$ cat src/yqrgb_pkg.sv
// yqrgb_pkg: shared types, constants and lookup tables for the yuv 4:2:0 quad to rgb unit
// used by yqrgb_front, yqrgb_pixel and yuv420_quad_to_rgb_unit; no dependencies
package yqrgb_pkg;

  localparam int unsigned PIX_W    = 8;   // one color or luma sample
  localparam int unsigned CHROMA_W = 10;  // signed chroma offset, -258..256
  localparam int unsigned PROD_W   = 10;  // rounded weighted color, 0..762
  localparam int unsigned GSUM_W   = 13;  // signed green sum, -1053..2550
  localparam int unsigned NUM_W    = 19;  // green numerator, up to 299187
  localparam int unsigned RECIP_W  = 18;
  localparam int unsigned QUAD_N   = 4;

  // green = floor(num / 1174) by multiply with a rounded-up reciprocal, exact for num <= 328160
  localparam logic [RECIP_W-1:0] G_RECIP   = 18'd228651;
  localparam int unsigned        G_SHIFT   = 28;
  localparam logic [NUM_W-1:0]   G_BIAS    = 19'd587;
  // sums at or above this give 255 or more
  localparam logic signed [GSUM_W-1:0] G_SAT_MIN = 13'sd1494;

  typedef logic [PIX_W-1:0]                 pix_tab_t    [256];
  typedef logic signed [CHROMA_W-1:0]       chroma_tab_t [256];
  typedef logic [PROD_W-1:0]                prod_tab_t   [256];
  typedef logic [QUAD_N-1:0][PIX_W-1:0]     quad_t;

  // chroma offsets and valid flag handed from the front stage to the pixel lanes
  typedef struct packed {
    logic                       valid;
    logic signed [CHROMA_W-1:0] uf;
    logic signed [CHROMA_W-1:0] vf;
  } chroma_t;

  // video range luma to full range, truncated and saturated
  function automatic pix_tab_t build_ys_tab();
    pix_tab_t tab;
    longint   t;
    for (int i = 0; i < 256; i++) begin
      if (i < 16) begin
        t = 0;
      end else begin
        t = (longint'(i - 16) * 64'sd10000000) / 64'sd8588235;
        if (t > 255) t = 255;
      end
      tab[i] = PIX_W'(t);
    end
    return tab;
  endfunction

  // round half away from zero of (i-128)*num/1000
  function automatic chroma_tab_t build_chroma_tab(input int num);
    chroma_tab_t tab;
    int          k;
    int          v;
    for (int i = 0; i < 256; i++) begin
      k = i - 128;
      if (k < 0) v = -(((-k) * num + 500) / 1000);
      else v = (k * num + 500) / 1000;
      tab[i] = CHROMA_W'(v);
    end
    return tab;
  endfunction

  // rounded i*num/100
  function automatic prod_tab_t build_prod_tab(input int num);
    prod_tab_t tab;
    for (int i = 0; i < 256; i++) begin
      tab[i] = PROD_W'((num * i + 50) / 100);
    end
    return tab;
  endfunction

  localparam pix_tab_t    YS_TAB = build_ys_tab();
  localparam chroma_tab_t UF_TAB = build_chroma_tab(2018);
  localparam chroma_tab_t VF_TAB = build_chroma_tab(1596);
  localparam prod_tab_t   PR_TAB = build_prod_tab(299);
  localparam prod_tab_t   PB_TAB = build_prod_tab(114);

endpackage

$ cat src/yqrgb_front.sv
// yqrgb_front: input register stage, luma expansion and chroma offset lookups
// depends on yqrgb_pkg
module yqrgb_front import yqrgb_pkg::*; (
  input  logic    clk_i,
  input  logic    rst_ni,
  input  logic    accept_i,
  input  quad_t   luma_i,
  input  logic [PIX_W-1:0] u_i,
  input  logic [PIX_W-1:0] v_i,
  output quad_t   ys_o,
  output chroma_t chroma_o
);

  logic  valid_q;
  quad_t ys_q;
  logic signed [CHROMA_W-1:0] uf_q, vf_q;

  // valid flag of the stage
  always_ff @(posedge clk_i or negedge rst_ni) begin
    if (!rst_ni) begin
      valid_q <= 1'b0;
    end else begin
      valid_q <= accept_i;
    end
  end

  // table lookups, loaded per transaction
  always_ff @(posedge clk_i) begin
    if (accept_i) begin
      for (int i = 0; i < QUAD_N; i++) begin
        ys_q[i] <= YS_TAB[luma_i[i]];
      end
      uf_q <= UF_TAB[u_i];
      vf_q <= VF_TAB[v_i];
    end
  end

  assign ys_o     = ys_q;
  assign chroma_o = '{valid: valid_q, uf: uf_q, vf: vf_q};

endmodule

$ cat src/yqrgb_pixel.sv
// yqrgb_pixel: four-stage color lane, red/blue clamp, green sum and green scaling
// depends on yqrgb_pkg
module yqrgb_pixel import yqrgb_pkg::*; (
  input  logic             clk_i,
  input  logic             rst_ni,
  input  logic [PIX_W-1:0] ys_i,
  input  chroma_t          chroma_i,
  output logic             valid_o,
  output logic [PIX_W-1:0] red_o,
  output logic [PIX_W-1:0] green_o,
  output logic [PIX_W-1:0] blue_o
);

  localparam logic [PIX_W-1:0] PIX_MAX = '1;

  logic [3:0] valid_q;

  logic [PIX_W-1:0] ys2_q, r2_q, b2_q, r3_q, b3_q, r4_q, b4_q;
  logic [PIX_W-1:0] r2_d, b2_d;
  logic [PIX_W-1:0] r5_q, g5_q, b5_q, g5_d;
  logic signed [GSUM_W-1:0] g3_q, g3_d, ys_ext;
  logic [NUM_W-1:0] n4_q, n4_d, g_num;
  logic             zero4_q, sat4_q, zero4_d, sat4_d;
  logic signed [CHROMA_W:0] sum_r, sum_b;
  logic [NUM_W+RECIP_W-1:0] prod;

  // valid bits travel with the lane
  always_ff @(posedge clk_i or negedge rst_ni) begin
    if (!rst_ni) begin
      valid_q <= '0;
    end else begin
      valid_q <= {valid_q[2:0], chroma_i.valid};
    end
  end

  // stage 2: add chroma offsets, clamp red and blue
  always_comb begin
    sum_r = signed'({3'b000, ys_i}) + (CHROMA_W+1)'(chroma_i.vf);
    sum_b = signed'({3'b000, ys_i}) + (CHROMA_W+1)'(chroma_i.uf);
    if (sum_r < 0) r2_d = '0;
    else if (sum_r > signed'({3'b000, PIX_MAX})) r2_d = PIX_MAX;
    else r2_d = sum_r[PIX_W-1:0];
    if (sum_b < 0) b2_d = '0;
    else if (sum_b > signed'({3'b000, PIX_MAX})) b2_d = PIX_MAX;
    else b2_d = sum_b[PIX_W-1:0];
  end

  // stage 3: green sum 10*ys - rounded 2.99*r - rounded 1.14*b
  always_comb begin
    ys_ext = signed'({5'b00000, ys2_q});
    g3_d   = (ys_ext <<< 3) + (ys_ext <<< 1)
           - signed'({3'b000, PR_TAB[r2_q]})
           - signed'({3'b000, PB_TAB[b2_q]});
  end

  // stage 4: range flags and numerator 200*g + 587
  always_comb begin
    zero4_d = g3_q < 0;
    sat4_d  = g3_q >= G_SAT_MIN;
    g_num   = NUM_W'(g3_q[10:0]);
    n4_d    = (g_num << 7) + (g_num << 6) + (g_num << 3) + G_BIAS;
  end

  // stage 5: divide by 1174 through the reciprocal, then select
  always_comb begin
    prod = NUM_W'(n4_q) * RECIP_W'(G_RECIP);
    if (zero4_q) g5_d = '0;
    else if (sat4_q) g5_d = PIX_MAX;
    else g5_d = prod[G_SHIFT +: PIX_W];
  end

  // payload registers of all stages
  always_ff @(posedge clk_i) begin
    ys2_q   <= ys_i;
    r2_q    <= r2_d;
    b2_q    <= b2_d;
    g3_q    <= g3_d;
    r3_q    <= r2_q;
    b3_q    <= b2_q;
    zero4_q <= zero4_d;
    sat4_q  <= sat4_d;
    n4_q    <= n4_d;
    r4_q    <= r3_q;
    b4_q    <= b3_q;
    r5_q    <= r4_q;
    g5_q    <= g5_d;
    b5_q    <= b4_q;
  end

  assign valid_o = valid_q[3];
  assign red_o   = r5_q;
  assign green_o = g5_q;
  assign blue_o  = b5_q;

`ifndef SYNTHESIS
  // in-range green numerator stays under the exact reciprocal bound
  a_num_range: assert property (@(posedge clk_i) disable iff (!rst_ni)
    valid_q[2] && !zero4_q && !sat4_q |-> n4_q <= 19'd299187)
    else $error("green numerator out of range");
`endif

endmodule

$ cat src/yuv420_quad_to_rgb_unit.sv
// yuv420_quad_to_rgb_unit: 2x2 luma quad plus shared chroma to four rgb pixels
// each taken quad goes through the lookup and lane stages to the result ports, done_o high
// throughput: one quad per cycle, set by the five-stage pipeline; busy stays low
// reset: rst_ni clears all valid bits at once, no results are pending afterwards
// depends on yqrgb_pkg, yqrgb_front, yqrgb_pixel
module yuv420_quad_to_rgb_unit import yqrgb_pkg::*; (
  input  logic       clk_i,
  input  logic       rst_ni,
  input  logic       start,
  output logic       busy,
  input  logic [7:0] luma_top_left_i,
  input  logic [7:0] luma_top_right_i,
  input  logic [7:0] luma_bottom_left_i,
  input  logic [7:0] luma_bottom_right_i,
  input  logic [7:0] chroma_u_i,
  input  logic [7:0] chroma_v_i,
  output logic       done_o,
  output logic [7:0] red_top_left_o,
  output logic [7:0] green_top_left_o,
  output logic [7:0] blue_top_left_o,
  output logic [7:0] red_top_right_o,
  output logic [7:0] green_top_right_o,
  output logic [7:0] blue_top_right_o,
  output logic [7:0] red_bottom_left_o,
  output logic [7:0] green_bottom_left_o,
  output logic [7:0] blue_bottom_left_o,
  output logic [7:0] red_bottom_right_o,
  output logic [7:0] green_bottom_right_o,
  output logic [7:0] blue_bottom_right_o
);

  logic    accept;
  quad_t   luma, ys;
  chroma_t chroma;
  logic [QUAD_N-1:0]            lane_valid;
  logic [QUAD_N-1:0][PIX_W-1:0] red, green, blue;

  // fully pipelined and never stalled by the receiver
  assign busy   = 1'b0;
  assign accept = start && !busy;

  assign luma = {luma_bottom_right_i, luma_bottom_left_i, luma_top_right_i, luma_top_left_i};

  // lookup stage
  yqrgb_front u_front (
    .clk_i,
    .rst_ni,
    .accept_i (accept),
    .luma_i   (luma),
    .u_i      (chroma_u_i),
    .v_i      (chroma_v_i),
    .ys_o     (ys),
    .chroma_o (chroma)
  );

  // one color lane per pixel of the quad
  for (genvar i = 0; i < QUAD_N; i++) begin : g_lane
    yqrgb_pixel u_pixel (
      .clk_i,
      .rst_ni,
      .ys_i     (ys[i]),
      .chroma_i (chroma),
      .valid_o  (lane_valid[i]),
      .red_o    (red[i]),
      .green_o  (green[i]),
      .blue_o   (blue[i])
    );
  end

  // result transaction
  assign done_o               = &lane_valid;
  assign red_top_left_o       = red[0];
  assign green_top_left_o     = green[0];
  assign blue_top_left_o      = blue[0];
  assign red_top_right_o      = red[1];
  assign green_top_right_o    = green[1];
  assign blue_top_right_o     = blue[1];
  assign red_bottom_left_o    = red[2];
  assign green_bottom_left_o  = green[2];
  assign blue_bottom_left_o   = blue[2];
  assign red_bottom_right_o   = red[3];
  assign green_bottom_right_o = green[3];
  assign blue_bottom_right_o  = blue[3];

`ifndef SYNTHESIS
  // every accepted quad comes out after the pipeline latency
  a_latency: assert property (@(posedge clk_i) disable iff (!rst_ni)
    accept |-> ##5 done_o)
    else $error("accepted quad did not produce a result");

  // no result without a matching quad accepted earlier
  a_no_spurious: assert property (@(posedge clk_i) disable iff (!rst_ni)
    done_o |-> $past(accept, 5))
    else $error("result without accepted quad");

  // the four lanes move in lockstep
  a_lanes: assert property (@(posedge clk_i) disable iff (!rst_ni)
    lane_valid == '0 || lane_valid == '1)
    else $error("pixel lanes out of step");
`endif

endmodule
$ cat config.mk
export PLATFORM = sky130hd
export DESIGN_NAME = yuv420_quad_to_rgb_unit
export DESIGN_NICKNAME = d
export VERILOG_FILES = /design/src/yqrgb_pkg.sv /design/src/yqrgb_front.sv /design/src/yqrgb_pixel.sv /design/src/yuv420_quad_to_rgb_unit.sv
export SDC_FILE = /design/constraint.sdc
export NUM_CORES = 2
export LEC_CHECK = 0
export ABC_AREA = 1
export BUFFER_PORTS_ARGS = -buffer_cell sky130_fd_sc_hd__buf_2
export CORE_UTILIZATION = 60
export CTS_CLUSTER_DIAMETER = 150
export CTS_CLUSTER_SIZE = 30
export DETAILED_ROUTE_END_ITERATION = 6
export PLACE_DENSITY_LB_ADDON = 0.05
export SYNTH_ARGS = -nofsm -noshare
export SYNTH_HDL_FRONTEND = slang
export SYNTH_SLANG_ARGS = --single-unit
$ cat constraint.sdc
create_clock -name clk_i -period 6.57 [get_ports clk_i]
set_input_delay 0.657 -clock clk_i [delete_from_list [all_inputs] [get_ports clk_i]]
set_output_delay 0.657 -clock clk_i [all_outputs]
set_load 0.1 [all_outputs]
==> results.json <==
{
  "first_iter_violations": 4490,
  "ys_top_cells_by_count": "nand2_1 (2239), inv_1 (1852), ha_1 (952)",
  "finalSetupViolations": 0,
  "syn_inst": 9149,
  "cp-start-kind": "register",
  "cts_resized": 0,
  "clk_latency_ns": 0.63,
  "grtUsageTotal": 0.302,
  "clkTransAtPathRegs_ns": 0.12,
  "fin_crit_sh": 0.806,
  "largest_register_ffs": 64,
  "hold_path_class": "register to register",
  "gr-usage-met2": 0.492,
  "r2r-start": "g_lane[3].u_pixel.n4_q[8]$_DFF_P_",
  "drt_pass1_iterations": 6,
  "holdPathEnd": "g_lane[3].u_pixel.b4_q[1]$_DFF_P_",
  "synthArstFlopShare": 0.0100,
  "grt_util_met1": 0.429,
  "r2r_slack_ns": 1.27,
  "drive_above_1_share": 0.0253,
  "synthToLayoutAreaGrowth_pct": 3.62,
  "core_area_um2": 109000,
  "ys_warn_count": 0,
  "grt_use_met3": 0.0334,
  "fmax_mhz": 189,
  "cts_setup_buffers": 0,
  "start_util": 0.605,
  "critPathRequiredTime_ns": 7.05,
  "globalRouteOverflowTotal": 0,
  "gp_congestion": 0.975,
  "syn_area_per_cell_um2": 7.20,
  "antenna_found_initial": 0,
  "fin_tns_setup_ns": 0,
  "crit_type": "register to register",
  "clockBufferDepth": 3,
  "drv_cap": 0,
  "synthTopCellsByArea": "fa_1 (18%), ha_1 (18%), dfxtp_1 (13%), nand2_1 (13%), inv_1 (11%)",
  "path_cells": "inv_1 > fa_1 > fa_1 > inv_1 > fa_1 > fa_1 > fa_1 > inv_1 > fa_1 > inv_1 > ha_1 > nand2_1 > nor2_1 > nand3_1 > nor3_1 > nor2_1 > nand3_1 > nand2_1 > nor2_1 > nor2_1",
  "slew_violations": 0,
  "ant_nets": 0,
  "hold_depth": 0,
  "synth_seq_cells": 500,
  "reg.largest.list": "g_lane.u_pixel.n4_q: 64 flops, g_lane.u_pixel.g3_q: 52 flops",
  "slew_headroom": 0.410,
  "fin_nets": 10760,
  "critPathMostFrequentCell": "fa_1",
  "grt_pass1_wl_um": 277000,
  "syn_area_um2": 65900,
  "fp.dieArea_um2": 111000,
  "worstPathMaxFanout": 6,
  "port-buffer-count": 147,
  "synthDistinctLibCells": 63,
  "hp-start": "g_lane[3].u_pixel.b3_q[1]$_DFF_P_",
  "die_x_um": 333,
  "yosysTopAreaCell": "fa_1",
  "htreeDepth": 1,
  "ios": 149,
  "clockRootBuffer": "clkbuf_16",
  "syn-num-nets": 10756,
  "cp.arrival_ns": 5.78,
  "wl_per_cell_um": 16.0,
  "synth_ff_type": "dfxtp_1",
  "ys_seq_area_frac": 0.160,
  "synth_most_common_cell": "nand2_1",
  "fill_cells": 10167,
  "finalWirelength_um": 170000,
  "drcViolationCount": 0,
  "busiest_layer": "met2",
  "status": "finished, final reports clean",
  "num_vias": 57653,
  "r2r_cells": 20,
  "cts_buffers": 22,
  "max_stage_delay_ns": 0.55,
  "layout_min_cycle_time_ns": 5.30,
  "viasPerCell": 5.45,
  "hpwl_um": 141000,
  "rsz0062_at_grt": "no",
  "cts_tree": "yes",
  "crit_path_top_delay_cell": "fa_1",
  "grt_start_max_net_pins": 53,
  "clock_sinks": 500,
  "fp.dieH_um": 333,
  "r2r_end": "g_lane[3].u_pixel.green_o[3]$_SDFF_PP0_",
  "hold_slack_ns": 0.330,
  "rows": 121,
  "tightest_slew_ns": 0.883,
  "regMostFlops": "g_lane.u_pixel.n4_q",
  "crit_path_end_kind": "register",
  "finalHoldViolCount": 0,
  "grt_pass1_vias": 54729,
  "synth_edf_count": 51,
  "fin_skew_ns": 0.0379,
  "yosys.area.top_type_share": 0.184
}
[cells in the final DEF (no fill, tap or decap), types with 5 or more instances in the layout]
master	n
a31oi_1	32
a21boi_0	9
nor2_1	564
nand3b_1	16
xor2_1	116
buf_4	9
or2_2	14
ha_1	952
a21oi_1	480
nand3_1	547
xnor2_1	67
nor3_1	83
o21a_1	9
o31ai_1	17
a211oi_1	14
o211ai_1	89
and2_1	7
clkbuf_16	23
dfxtp_1	444
o22ai_1	25
o221ai_1	15
inv_1	1852
o2111ai_1	13
nand2_1	2239
clkbuf_1	5
o311ai_0	8
a22oi_1	8
o21ai_1	20
nand4_1	61
and3_1	5
nor3b_1	5
inv_2	18
dfrtp_1	5
clkinv_1	20
a21o_1	17
o21ai_0	474
buf_2	147
o21bai_1	30
edfxtp_1	51
fa_1	604
[critical path, delay by kind of cell (launching register included)]
| family | cells | cell delay (ns) |
|---|---|---|
| adders and majority gates | 7 | 3.42 |
| buffers and inverters | 4 | 0.32 |
| DFF | 1 | 0.48 |
| and+or+nand+nor | 9 | 0.92 |
[layer usage]
metal  wire, um  up-vias
met4       3800        0
met3      10600      238
met2      77000     1909
met5          0        -
met1      78300    26609
li1           -    28897
[logic make-up (layout without fill, tap and decap cells)]
family | count (synthesis) | count (layout) | synth area share
buffers and inverters | 2067 | 2082 | 0.121
AOI/OAI and AO/OA | 1286 | 1286 | 0.110
DFF | 500 | 500 | 0.160
and+or+nand+nor | 3556 | 3556 | 0.220
xor gates and xnor gates | 183 | 183 | 0.0243
other | 1 | 2 | 0.0000569
adders and majority gates | 1556 | 1556 | 0.364
[how the worst max path moves through the flow]
stage / startpoint / to / slack (ns) / cells past startpoint
finish: g_lane[3].u_pixel.n4_q[8]$_DFF_P_ / g_lane[3].u_pixel.green_o[3]$_SDFF_PP0_ / 1.27 / 20
CTS: g_lane[3].u_pixel.n4_q[7]$_DFF_P_ / g_lane[3].u_pixel.green_o[3]$_SDFF_PP0_ / 1.27 / 20
detailed placement: g_lane[3].u_pixel.n4_q[7]$_DFF_P_ / g_lane[3].u_pixel.green_o[3]$_SDFF_PP0_ / 1.32 / 20
floorplan: g_lane[3].u_pixel.n4_q[7]$_DFF_P_ / g_lane[3].u_pixel.green_o[5]$_SDFF_PP0_ / 1.66 / 22
global placement: g_lane[3].u_pixel.n4_q[7]$_DFF_P_ / g_lane[3].u_pixel.green_o[5]$_SDFF_PP0_ / 1.31 / 22
global route: g_lane[3].u_pixel.n4_q[7]$_DFF_P_ / g_lane[3].u_pixel.green_o[5]$_SDFF_PP0_ / 0.83 / 22
[stage by stage]
| stage | cells | cell area [um2] | setup WS, ns | util |
|---|---|---|---|---|
| 6_report | 10579 | 68200 | 1.27 | 0.627 |
| 5_1_grt | 10578 | 68200 | 0.827 | 0.627 |
| 4_1_cts | 10578 | 68200 | 1.27 | 0.627 |
| 3_3_place_gp | 10542 | 67500 | 1.31 | 0.621 |
| 3_5_place_dp | 10542 | 67500 | 1.32 | 0.621 |
| 2_1_floorplan | 9149 | 65900 | 1.66 | - |
[final cells by class]
class,instances,area [um2],area share
inverters,1890,7090,0.104
diodes,1,2.50,0.0000367
repair buffers,157,813,0.0119
clock buffers,28,594,0.00871
clock inverters,7,81.3,0.00119
flip-flops and latches,500,10500,0.155
multi-input cells,6582,47300,0.694
well taps,1414,1770,0.0259
[repair_timing]
| item | 4_1_cts | 5_1_grt |
|---|---|---|
| hold endpoints to repair | 5 | 0 |
| endpoints found under the setup margin | 0 | 0 |
| hold buffers | 1 | 0 |
Power is left out: the tool's default activity adds up to more than one toggle a clock period on the data nets, which glitch-free logic cannot reach.
